[config.mk]
export PLATFORM = sky130hd
export DESIGN_NAME = alm_ram
export DESIGN_NICKNAME = d
export VERILOG_FILES = /design/src/hw/rtl/alm_ram.sv
export SDC_FILE = /design/constraint.sdc
export NUM_CORES = 1
export LEC_CHECK = 0
export BUFFER_PORTS_ARGS = -buffer_cell sky130_fd_sc_hd__buf_2
export CORE_MARGIN = 4
export CORE_UTILIZATION = 31
export DETAILED_ROUTE_END_ITERATION = 8
export GPL_TIMING_DRIVEN = 0
export SETUP_SLACK_MARGIN = 0.1
export SYNTH_ARGS = -nofsm -noshare
export SYNTH_HDL_FRONTEND = slang
export SYNTH_SLANG_ARGS = --single-unit
[constraint.sdc]
create_clock -name clock -period 3.3 [get_ports clock]
set_clock_uncertainty 0.1 [all_clocks]
set_input_delay 0.165 -clock clock [delete_from_list [all_inputs] [get_ports clock]]
set_output_delay 0.165 -clock clock [all_outputs]
set_load 0.1 [all_outputs]
[src/hw/rtl/alm_ram.sv]
// Generic simple dual-port RAM with one write port and a registered read port.
module alm_ram #(
   parameter int WIDTH = 8,
   parameter int DEPTH = 16
) (
   input  logic                     clock,
   input  logic                     wr_en,
   input  logic [$clog2(DEPTH)-1:0] wr_addr,
   input  logic [WIDTH-1:0]         wr_data,
   input  logic [$clog2(DEPTH)-1:0] rd_addr,
   output logic [WIDTH-1:0]         rd_data
);

   logic [WIDTH-1:0] mem_ff [DEPTH];

   // write port and registered read
   always_ff @(posedge clock) begin
      if (wr_en) begin
         mem_ff[wr_addr] <= wr_data;
      end
      rd_data <= mem_ff[rd_addr];
   end

endmodule

==> summary by stage <==
Place
The final estimated routing congestion in global placement is 0.716. The total of buffers placed on input and output ports is 24. The detailed placer's ending HPWL is 6.38 mm.

Yosys
The adder and majority gate portion of the synthesized area is 0. Synthesis instantiated 19 different standard cells from the library. The post-synthesis compound-gate area fraction is 0.0233. Synthesis produced a netlist whose cell count is 229. Ranked by total cell area, the synthesized netlist is headed by sky130_fd_sc_hd__edfxtp_1 (75%), sky130_fd_sc_hd__mux4_2 (7.9%), sky130_fd_sc_hd__mux4_1 (7.1%), sky130_fd_sc_hd__dfxtp_1 (3.1%), sky130_fd_sc_hd__a22oi_1 (2.3%). The xor and xnor area share after synthesis is 0. A synthesized cell averages 22.5 sq um.

After synthesis, the largest family of logic cells by area is multiplexers. Summing every instance area after synthesis gives 5150 sq um. The dominant cell type by area after synthesis is sky130_fd_sc_hd__edfxtp_1. Of the synthesized area, sequential elements account for 0.778. The count of yosys warnings during synthesis is 0. The post-synthesis simple-gate area fraction is 0.0318. Of the post-synthesis cell area, the dominant cell type holds 0.747. The post-synthesis net count is 247. The post-synthesis mux area share is 0.150. Counting flops and latches in the post-synthesis netlist gives 136.

Floorplan
The chip height is 137 um. The initial standard-cell utilization of the core is 0.321. The placeable core region is 16,100 sq um. The placement row count is 46. The area enclosed by the die boundary is 18,700 sq um.

The die span in x is 137 um. Pin placement for this block handled 26 I/O pins.

Run
The number of maximum-capacitance violations is 0.

Layout
The number of nets in the layout is 290. The end-of-flow core utilization is 0.377. In the final layout, the share of cells above drive strength 1 is 0.272. The repair_antennas step left the layout with diodes totalling 0. Fill cells in the final layout number 1,455. Compared with the post-synthesis result, the final layout area differs by 17.6%.

Global route
The first global-routing pass estimated 15.0 mm of wire. The initial antenna violation count is 0. Entering global routing, the biggest net connects 17 pins.

For this run the aggregate overflow at the end of global routing stands at 0. The number of global-route vias before repair came to 2,490. Across every metal layer, demand over resource in global routing totals 0.115.

CTS
Post-CTS repair changed the size of 0 cells. CTS built an H-tree with a depth of 4. The maximum number of buffers from clock root to sink is 2. The CTS tree is done. The number of buffers added for setup after CTS is 0. In this run, CTS created clock tree buffers numbering 17.

Buffers inserted to repair hold after CTS numbered 0. The clock-pin transition on the worst setup and hold timing paths is 0.05 ns. The source-to-sink clock delay at the later pin of the worst-skew pair is 0.40 ns. Counting every sink on the clock net gives 136. The cell chosen for the clock root is sky130_fd_sc_hd__clkbuf_16.

Route
The first detailed-routing pass ran for 4 iterations. For this run, design rule violations remaining after detail routing come to 0. The number of DRC violations after detailed-routing iteration 0 is 186. The vias after detailed routing is 2,319. In the routed layout, each cell is associated on average with a via count of 4.65.

The overall routed net length is 9.85 mm. The post-detailed-route wirelength per cell is 19.7 um. The number of nets still failing antenna checks after routing is 0.

STA
Adding up every negative setup slack in the final design gives 0 ns. The ratio of final minimum period to clock period is 0.588. The final max-slew violation count came to 0. The clock period minus worst slack is 1.94 ns. Setup violations remaining at the end of the flow were counted as 0.

The number of failing hold endpoints at the final stage came to 0. Setup repair after global routing left no endpoint under its margin. For this run, the top clock speed supported by timing is 515 MHz. The headroom to the max-slew limit is 0.103. The slew at the pin closest to its max-slew limit is 1.34 ns.

Hold path
Counting instances, the worst hold path has a depth of 1. The startpoint of the worst hold path is wr_data[6]. The tightest min-delay check is of the in2reg type. The path with the worst hold slack has its endpoint at mem_ff[4][6].

Run status
The flow ran to the end, and the final reports show no timing, DRC or antenna violations.

Worst setup path
The gate family responsible for the most delay along the worst path is simple AND/OR/NAND/NOR gates. The number of buffers and inverters on the critical path is 1. Data on the critical path arrives at its endpoint at 1.85 ns.

The critical path in this run is classified as in2reg. The cell depth of the worst flop-to-flop path is 3. The critical path goes through buf_2 > or3b_2 > nor3_1.

The worst register-to-register path begins at mem_ff[5][1]. The slowest stage of the critical path is the sky130_fd_sc_hd__nor3_1 cell. STA classifies the critical path endpoint as a register. The largest single stage delay on the critical path is 1.03 ns. The endpoint identified for the worst register-to-register timing path is rd_data[1]. The data required time at the worst endpoint is 3.21 ns.

STA classifies the critical path startpoint as an input pin. The register-to-register setup slack is 1.79 ns. The maximum net fanout on the critical path is 8.

Pwr
Summed over all cells, the static leakage comes to 1.98 nW. IR analysis of the VDD net gives a maximum drop of 0.342 mV. The areal power density over the cells is 637 nW/um^2.
[flip-flops by register name (all words and copies together) (netlist names)]
name and count:
rd_data 8, mem_ff 128
[metal layers]
metal	track usage	vias to the layer above	part of all wire
li1	-	1060	-
met1	0.155	1201	0.46
met2	0.176	49	0.48
met3	0.0401	9	0.048
met4	0.0366	0	0.011
met5	0	-	0
[per-stage QoR]
step	power [W]	worst slack, ns	area, sq um	hold WS (ns)	instances
detailed placement	0.00225	0.870	5540	0.470	469
finish	0.00386	1.36	6060	0.0475	499
global placement	0.00224	0.915	5540	0.464	469
CTS	0.00389	1.30	6060	0.0337	499
global route	0.00399	1.28	6060	0.0430	499
floorplan	0.00216	1.54	5150	0.164	229
[placed cells by master, fill, tap and decap left out, types with 8 or more instances in the layout]
cell type                   synthesis  layout
sky130_fd_sc_hd__a22oi_1           16      16
sky130_fd_sc_hd__buf_2              3      27
sky130_fd_sc_hd__clkbuf_16          0      17
sky130_fd_sc_hd__dfxtp_1            8       8
sky130_fd_sc_hd__edfxtp_1         128     128
sky130_fd_sc_hd__mux4_1            14      14
sky130_fd_sc_hd__mux4_2            18      18
sky130_fd_sc_hd__nand2_1            9       9
sky130_fd_sc_hd__nor2_1            13      13
[where the power goes]
part / leakage (nW) / internal (W) / switching, W
Clock: 0.241 / 0.00101 / 0.000642
Combinational: 0.515 / 0.0000766 / 0.000190
Sequential: 1.22 / 0.00193 / 0.00000788
[cells by family after synthesis]
| group | after synthesis |
|---|---|
| muxes | 32 |
| AOI/OAI and AO/OA | 16 |
| buffers and inverters | 10 |
| DFF | 136 |
| and+or+nand+nor | 35 |
[synthesized netlist by cell type]
master / count
sky130_fd_sc_hd__buf_4: 1
sky130_fd_sc_hd__nand3_1: 1
sky130_fd_sc_hd__clkdlybuf4s25_2: 3
sky130_fd_sc_hd__nor2b_1: 1
sky130_fd_sc_hd__buf_2: 3
sky130_fd_sc_hd__nand3b_1: 2
sky130_fd_sc_hd__edfxtp_1: 128
sky130_fd_sc_hd__or3b_2: 1
sky130_fd_sc_hd__nand2_1: 9
sky130_fd_sc_hd__dfxtp_1: 8
sky130_fd_sc_hd__a22oi_1: 16
sky130_fd_sc_hd__and2_1: 1
sky130_fd_sc_hd__mux4_2: 18
sky130_fd_sc_hd__buf_6: 3
sky130_fd_sc_hd__mux4_1: 14
sky130_fd_sc_hd__nand2b_1: 2
sky130_fd_sc_hd__nor2_1: 13
sky130_fd_sc_hd__and2b_1: 1
sky130_fd_sc_hd__nor3_1: 4
[worst max path at each step]
stage / slack (ns) / from / end / cells past startpoint
3_5_place_dp: 0.87 / wr_addr[2] / mem_ff[0][7] / 3
5_1_grt: 1.28 / wr_addr[2] / mem_ff[0][3] / 3
2_1_floorplan: 1.54 / wr_addr[2] / mem_ff[0][0] / 2
6_report: 1.36 / wr_addr[2] / mem_ff[0][3] / 3
4_1_cts: 1.30 / wr_addr[2] / mem_ff[0][4] / 3
3_3_place_gp: 0.91 / wr_addr[2] / mem_ff[0][7] / 3
[area by class of cell]
cell class              count  area, sq um  area share
clock inverters            11         85.1      0.0140
repair buffers             24          120      0.0198
plain buffers              10         86.3      0.0143
flip-flops and latches    136         4000       0.661
multi-input cells          83         1060       0.175
clock buffers              19          433      0.0715
well taps                 216          270      0.0446
Note: power is estimated with default switching activity, not from simulation.
