File: src/hw/rtl/alm_pkg.sv
// Shared types, codes and helpers of the array linked list manager.
package alm_pkg;

   // Operation codes carried in the mode field
   typedef enum logic [3:0] {
      MODE_INS_SLOT = 4'd0,
      MODE_INS_POS  = 4'd1,
      MODE_INS_HEAD = 4'd2,
      MODE_INS_TAIL = 4'd3,
      MODE_INS_KEY  = 4'd4,
      MODE_DEL_SLOT = 4'd5,
      MODE_DEL_POS  = 4'd6,
      MODE_DEL_KEY  = 4'd7,
      MODE_DEL_HEAD = 4'd8,
      MODE_DEL_TAIL = 4'd9,
      MODE_READ_POS = 4'd10,
      MODE_FIND     = 4'd11
   } mode_type;

   // Status codes of a result
   localparam logic [2:0] ST_OK        = 3'd0;
   localparam logic [2:0] ST_BAD_ARG   = 3'd1;
   localparam logic [2:0] ST_NO_FREE   = 3'd2;
   localparam logic [2:0] ST_EMPTY     = 3'd3;
   localparam logic [2:0] ST_NOT_FOUND = 3'd4;

   // Result fields except the count, which is sampled when the beat is loaded
   typedef struct packed {
      logic [2:0]  status;
      logic [9:0]  node_slot;
      logic [31:0] node_data;
      logic [9:0]  node_next;
      logic [9:0]  node_prev;
   } rsp_fields_type;

   function automatic rsp_fields_type error_result(input logic [2:0] status);
      rsp_fields_type r;
      r = '0;
      r.status = status;
      return r;
   endfunction

   // Narrow a slot index or count to the 10-bit result field
   function automatic logic [9:0] to_field10(input logic [15:0] v);
      return v[9:0];
   endfunction

endpackage

File: src/hw/rtl/alm_if.sv


interface alm_rsp_if;
   logic        valid;
   logic        ready;
   logic [2:0]  status;
   logic [9:0]  node_slot;
   logic [31:0] node_data;
   logic [9:0]  node_next;
   logic [9:0]  node_prev;
   logic [9:0]  count;

   modport source (output valid, status, node_slot, node_data, node_next, node_prev, count,
                   input ready);
   modport sink   (input valid, status, node_slot, node_data, node_next, node_prev, count,
                   output ready);
endinterface

File: src/hw/rtl/alm_out.sv
// Response output register: holds one result beat until the sink takes it.
module alm_out
   import alm_pkg::*;
(
   input  logic            clock,
   input  logic            reset,
   input  logic            load,
   input  rsp_fields_type  fields,
   input  logic [9:0]      count,
   output logic            free,
   alm_rsp_if.source       rsp_bus
);

   logic           valid_ff, valid_in;
   rsp_fields_type fields_ff;
   logic [9:0]     count_ff;

   // register is free when empty or being drained this cycle
   assign free = !valid_ff || rsp_bus.ready;

   always_comb begin
      valid_in = valid_ff;
      if (load) begin
         valid_in = 1'b1;
      end else if (rsp_bus.ready) begin
         valid_in = 1'b0;
      end
   end

   always_ff @(posedge clock) begin
      if (reset) begin
         valid_ff <= 1'b0;
      end else begin
         valid_ff <= valid_in;
      end
      if (load) begin
         fields_ff <= fields;
         count_ff  <= count;
      end
   end

   assign rsp_bus.valid     = valid_ff;
   assign rsp_bus.status    = fields_ff.status;
   assign rsp_bus.node_slot = fields_ff.node_slot;
   assign rsp_bus.node_data = fields_ff.node_data;
   assign rsp_bus.node_next = fields_ff.node_next;
   assign rsp_bus.node_prev = fields_ff.node_prev;
   assign rsp_bus.count     = count_ff;

endmodule

File: src/flat_wrapper.sv
// flat-port wrapper written by rule: the top's interface ports become plain ports
module alm_out_flat import alm_pkg::*;
  (clock, reset, load, fields, count, free, rsp_bus_valid, rsp_bus_status, rsp_bus_node_slot, rsp_bus_node_data, rsp_bus_node_next, rsp_bus_node_prev, rsp_bus_count, rsp_bus_ready);
  alm_rsp_if rsp_bus_i ();
  input  logic clock;
  input  logic reset;
  input  logic load;
  input  rsp_fields_type fields;
  input  logic [9:0] count;
  output logic free;
  output wire logic [$bits(rsp_bus_i.valid)-1:0] rsp_bus_valid;
  output wire logic [$bits(rsp_bus_i.status)-1:0] rsp_bus_status;
  output wire logic [$bits(rsp_bus_i.node_slot)-1:0] rsp_bus_node_slot;
  output wire logic [$bits(rsp_bus_i.node_data)-1:0] rsp_bus_node_data;
  output wire logic [$bits(rsp_bus_i.node_next)-1:0] rsp_bus_node_next;
  output wire logic [$bits(rsp_bus_i.node_prev)-1:0] rsp_bus_node_prev;
  output wire logic [$bits(rsp_bus_i.count)-1:0] rsp_bus_count;
  input wire logic [$bits(rsp_bus_i.ready)-1:0] rsp_bus_ready;
  assign rsp_bus_valid = rsp_bus_i.valid;
  assign rsp_bus_status = rsp_bus_i.status;
  assign rsp_bus_node_slot = rsp_bus_i.node_slot;
  assign rsp_bus_node_data = rsp_bus_i.node_data;
  assign rsp_bus_node_next = rsp_bus_i.node_next;
  assign rsp_bus_node_prev = rsp_bus_i.node_prev;
  assign rsp_bus_count = rsp_bus_i.count;
  assign rsp_bus_i.ready = rsp_bus_ready;
  alm_out u_core (.clock(clock), .reset(reset), .load(load), .fields(fields), .count(count), .free(free), .rsp_bus(rsp_bus_i));
endmodule
File: config.mk
export PLATFORM = sky130hd
export DESIGN_NAME = alm_out_flat
export DESIGN_NICKNAME = d
export VERILOG_FILES = /design/src/hw/rtl/alm_pkg.sv /design/src/hw/rtl/alm_if.sv /design/src/hw/rtl/alm_out.sv /design/src/flat_wrapper.sv
export SDC_FILE = /design/constraint.sdc
export NUM_CORES = 1
export LEC_CHECK = 0
export BUFFER_PORTS_ARGS = -buffer_cell sky130_fd_sc_hd__buf_2
export CORE_MARGIN = 3
export CORE_UTILIZATION = 46
export CTS_BUF_LIST = sky130_fd_sc_hd__clkbuf_8
export CTS_CLUSTER_SIZE = 10
export DETAILED_ROUTE_END_ITERATION = 12
export HOLD_SLACK_MARGIN = 0.15
export MAX_ROUTING_LAYER = met4
export PLACE_DENSITY = 0.87
export SKIP_LAST_GASP = 1
export SYNTH_ARGS = -nofsm -noshare
export SYNTH_HDL_FRONTEND = slang
export SYNTH_SLANG_ARGS = --single-unit
File: constraint.sdc
create_clock -name clock -period 1.3 [get_ports clock]
set_clock_uncertainty 0.05 [all_clocks]
set_input_delay 0.26 -clock clock [delete_from_list [all_inputs] [get_ports clock]]
set_output_delay 0.26 -clock clock [all_outputs]
set_load 0.02 [all_outputs]
==> qor.txt <==
setup ws final = 0.0473 ns
Post-DRT Antenna Nets = 0
Pint = 4.19 mW
final setup vio count = 0
Worst-Skew Late Latency = 0.33 ns
LEAKAGE = 1.81 nW
TNS Setup = 0 ns
power density over the cells = 1330 nW/um^2
most frequent cells in the layout = buf_2 (155), dlygate4sd3_1 (76), edfxtp_1 (75), clkbuf_8 (10), inv_1 (5)
post-synth top area cell = edfxtp_1
peak supply drop = 948 uV
switching pwr = 1.33 mW
H-tree Lvls = 3
syn_nets = 158
Starting Density = 0.480
CTS buffer count = 9
Max stage delay cell, worst path = dfxtp_2
XOR/XNOR share of the synthesized area = 0
CTS tree = done
Post-Syn Instances = 79
port bufs = 155
Core Rows = 25
Filler Cell Count = 197
Final GP Congestion = 0.728
Comb pwr share = 0.151
number of remaining DRC errors = 0
post-DR vias/cell = 4.59
period utilization = 0.964
compound-gate portion of the synthesized area = 0.00381
die height = 76.7 microns
critical path arrival = 0.94 ns
Worst-path clk slew = 0.07 ns
top cells by area, synth = edfxtp_1 (98%), dfxtp_1 (0.87%), nand2b_4 (0.60%), a21oi_2 (0.38%), inv_1 (0.16%)
initial detailed-routing violation count = 62
Seq cells post-synth = 76
Crit path largest cell delay = 0.38 ns
diode count = 0
die width = 76.7 microns
Fmax = 0.798 GHz
sequential power share = 0.538
MaxCap Viol Count = 0
Clock Tree Root = clkbuf_8
status = complete, no violations
# IOs = 156
total power draw = 5.52 mW
Cells after DPL = 303
Wirelength per Cell = 19.3 microns
# clock sinks = 76
number of global-route vias before repair = 2049
initial antenna violation count = 0
final cell count without fillers = 395
largest family of logic cells by synthesized area = simple AND/OR/NAND/NOR gates
Max Slew Vio Count = 0
GRT Util Overall = 0.287
Sw Share = 0.241
post-synthesis sequential area ratio = 0.989
synthesized-area fraction occupied by adder cells = 0
Routed WL = 7640 microns
synth unique cells = 5
largest net degree at the start of global routing = 39
Area Growth Syn to Fin = 80.5%
layout cells sized above 1 = 0.524
multiplexer area fraction after synthesis = 0
pre-CTS WS = 0.242 ns
final hold vios = 0
first-pass GRT wire length = 11700 microns
grt total ovfl = 0
die area = 5880 sq um
Largest delay share family, worst path = flip-flops
top-area cell type share of the netlist area = 0.980
final core utilization = 0.867
WP data required = 0.99 ns
most common cell after layout, fill and taps aside = buf_2
Tightest Pin Transition = 0.203 ns
Worst setup SP type = flop
Worst Path Max Fanout = 2
# nets final = 402
Synth Warn # = 0
CP endpoint kind = output port
clk buf depth = 2
router iterations before antenna repair = 4
post-route minimum period = 1.25 ns
R2R Setup Slk = 0.54 ns
DR vias = 1815
cells along the critical path = nand2b_4, buf_2
unrepaired setup endpoints after global routing = false
synthesized cell area = 2300 sq um
crit path kind = reg2out
Synth Area in Simple Gates = 0.00599
hold crit path type = in2reg
slew margin rel. = 0.865
Mean Syn Cell Area = 29.1 sq um
clock share of power = 0.311
core box area = 4790 sq um
Buf/Inv on CP = 1
[routing by layer]
layer / vias up / share of wire / track usage
met5: - / 0 / -
met4: 0 / 0.026 / 0.105
met3: 18 / 0.072 / 0.0998
met2: 120 / 0.54 / 0.489
met1: 874 / 0.36 / 0.309
li1: 803 / - / -
[cell families after synthesis]
family,after synthesis
buffers and inverters,1
AO/OA/AOI/OAI,1
flip-flops,76
AND/OR/NAND/NOR,1
[area by class of cell]
class | instances | area, sq um | area share
Inverter | 1 | 3.75 | 0.000905
Tap cell | 67 | 83.8 | 0.0202
Sequential cell | 76 | 2270 | 0.548
Multi-Input combinational cell | 2 | 22.5 | 0.00543
Clock buffer | 10 | 138 | 0.0332
Timing Repair Buffer | 233 | 1580 | 0.380
Clock inverter | 6 | 50.0 | 0.0121
[registers in the layout, summed over array words and instances, names as in the netlist]
signal                    cells
u_core.rsp_bus.node_data     32
u_core.rsp_bus.valid          1
u_core.rsp_bus.status         3
u_core.rsp_bus.node_next     10
u_core.rsp_bus.node_slot     10
u_core.rsp_bus.count         10
u_core.rsp_bus.node_prev     10
[through the flow]
step                      cell area [sq um]  hold slack [ns]
after floorplan                        2300            0.272
after global placement                 3200            0.386
after detailed placement               3200            0.388
after CTS                              4150            0.160
after global routing                   4150            0.161
final                                  4150            0.193
[synth_stat cells, drive strengths merged]
master  number
a21oi        1
edfxtp      75
inv          1
dfxtp        1
nand2b       1
[tightest hold or removal path, stage by stage]
cell and delay [ns]:
buf_2 0.08, nand2b_4 0.12, a21oi_2 0.07
[power by group through the flow]
stage	Sequential, mW	Combinational [mW]	Clock, mW
global placement	2.99	0.613	0
detailed placement	3.00	0.627	0
global route	2.99	0.866	1.84
CTS	2.95	0.804	1.69
finish	2.97	0.831	1.72
floorplan	3.27	0.00744	0
[path summary, 6_finish.rpt]
check                                           from              endpoint  cells after the start
worst min register to register  u_core.rsp_bus.valid  u_core.rsp_bus.valid                      2
worst max-delay path            u_core.rsp_bus.valid                  free                      2
worst min-delay path                   rsp_bus_ready  u_core.rsp_bus.valid                      3
worst max register to register  u_core.rsp_bus.valid  u_core.rsp_bus.valid                      2
[repair_timing]
item                                   CTS  global route
endpoints found under the hold margin   76             0
gates resized for setup                  1             0
setup endpoints to repair                1             0
hold buffers                            76             0
setup buffers                            0             0
Note: power is estimated with default switching activity, not from simulation.
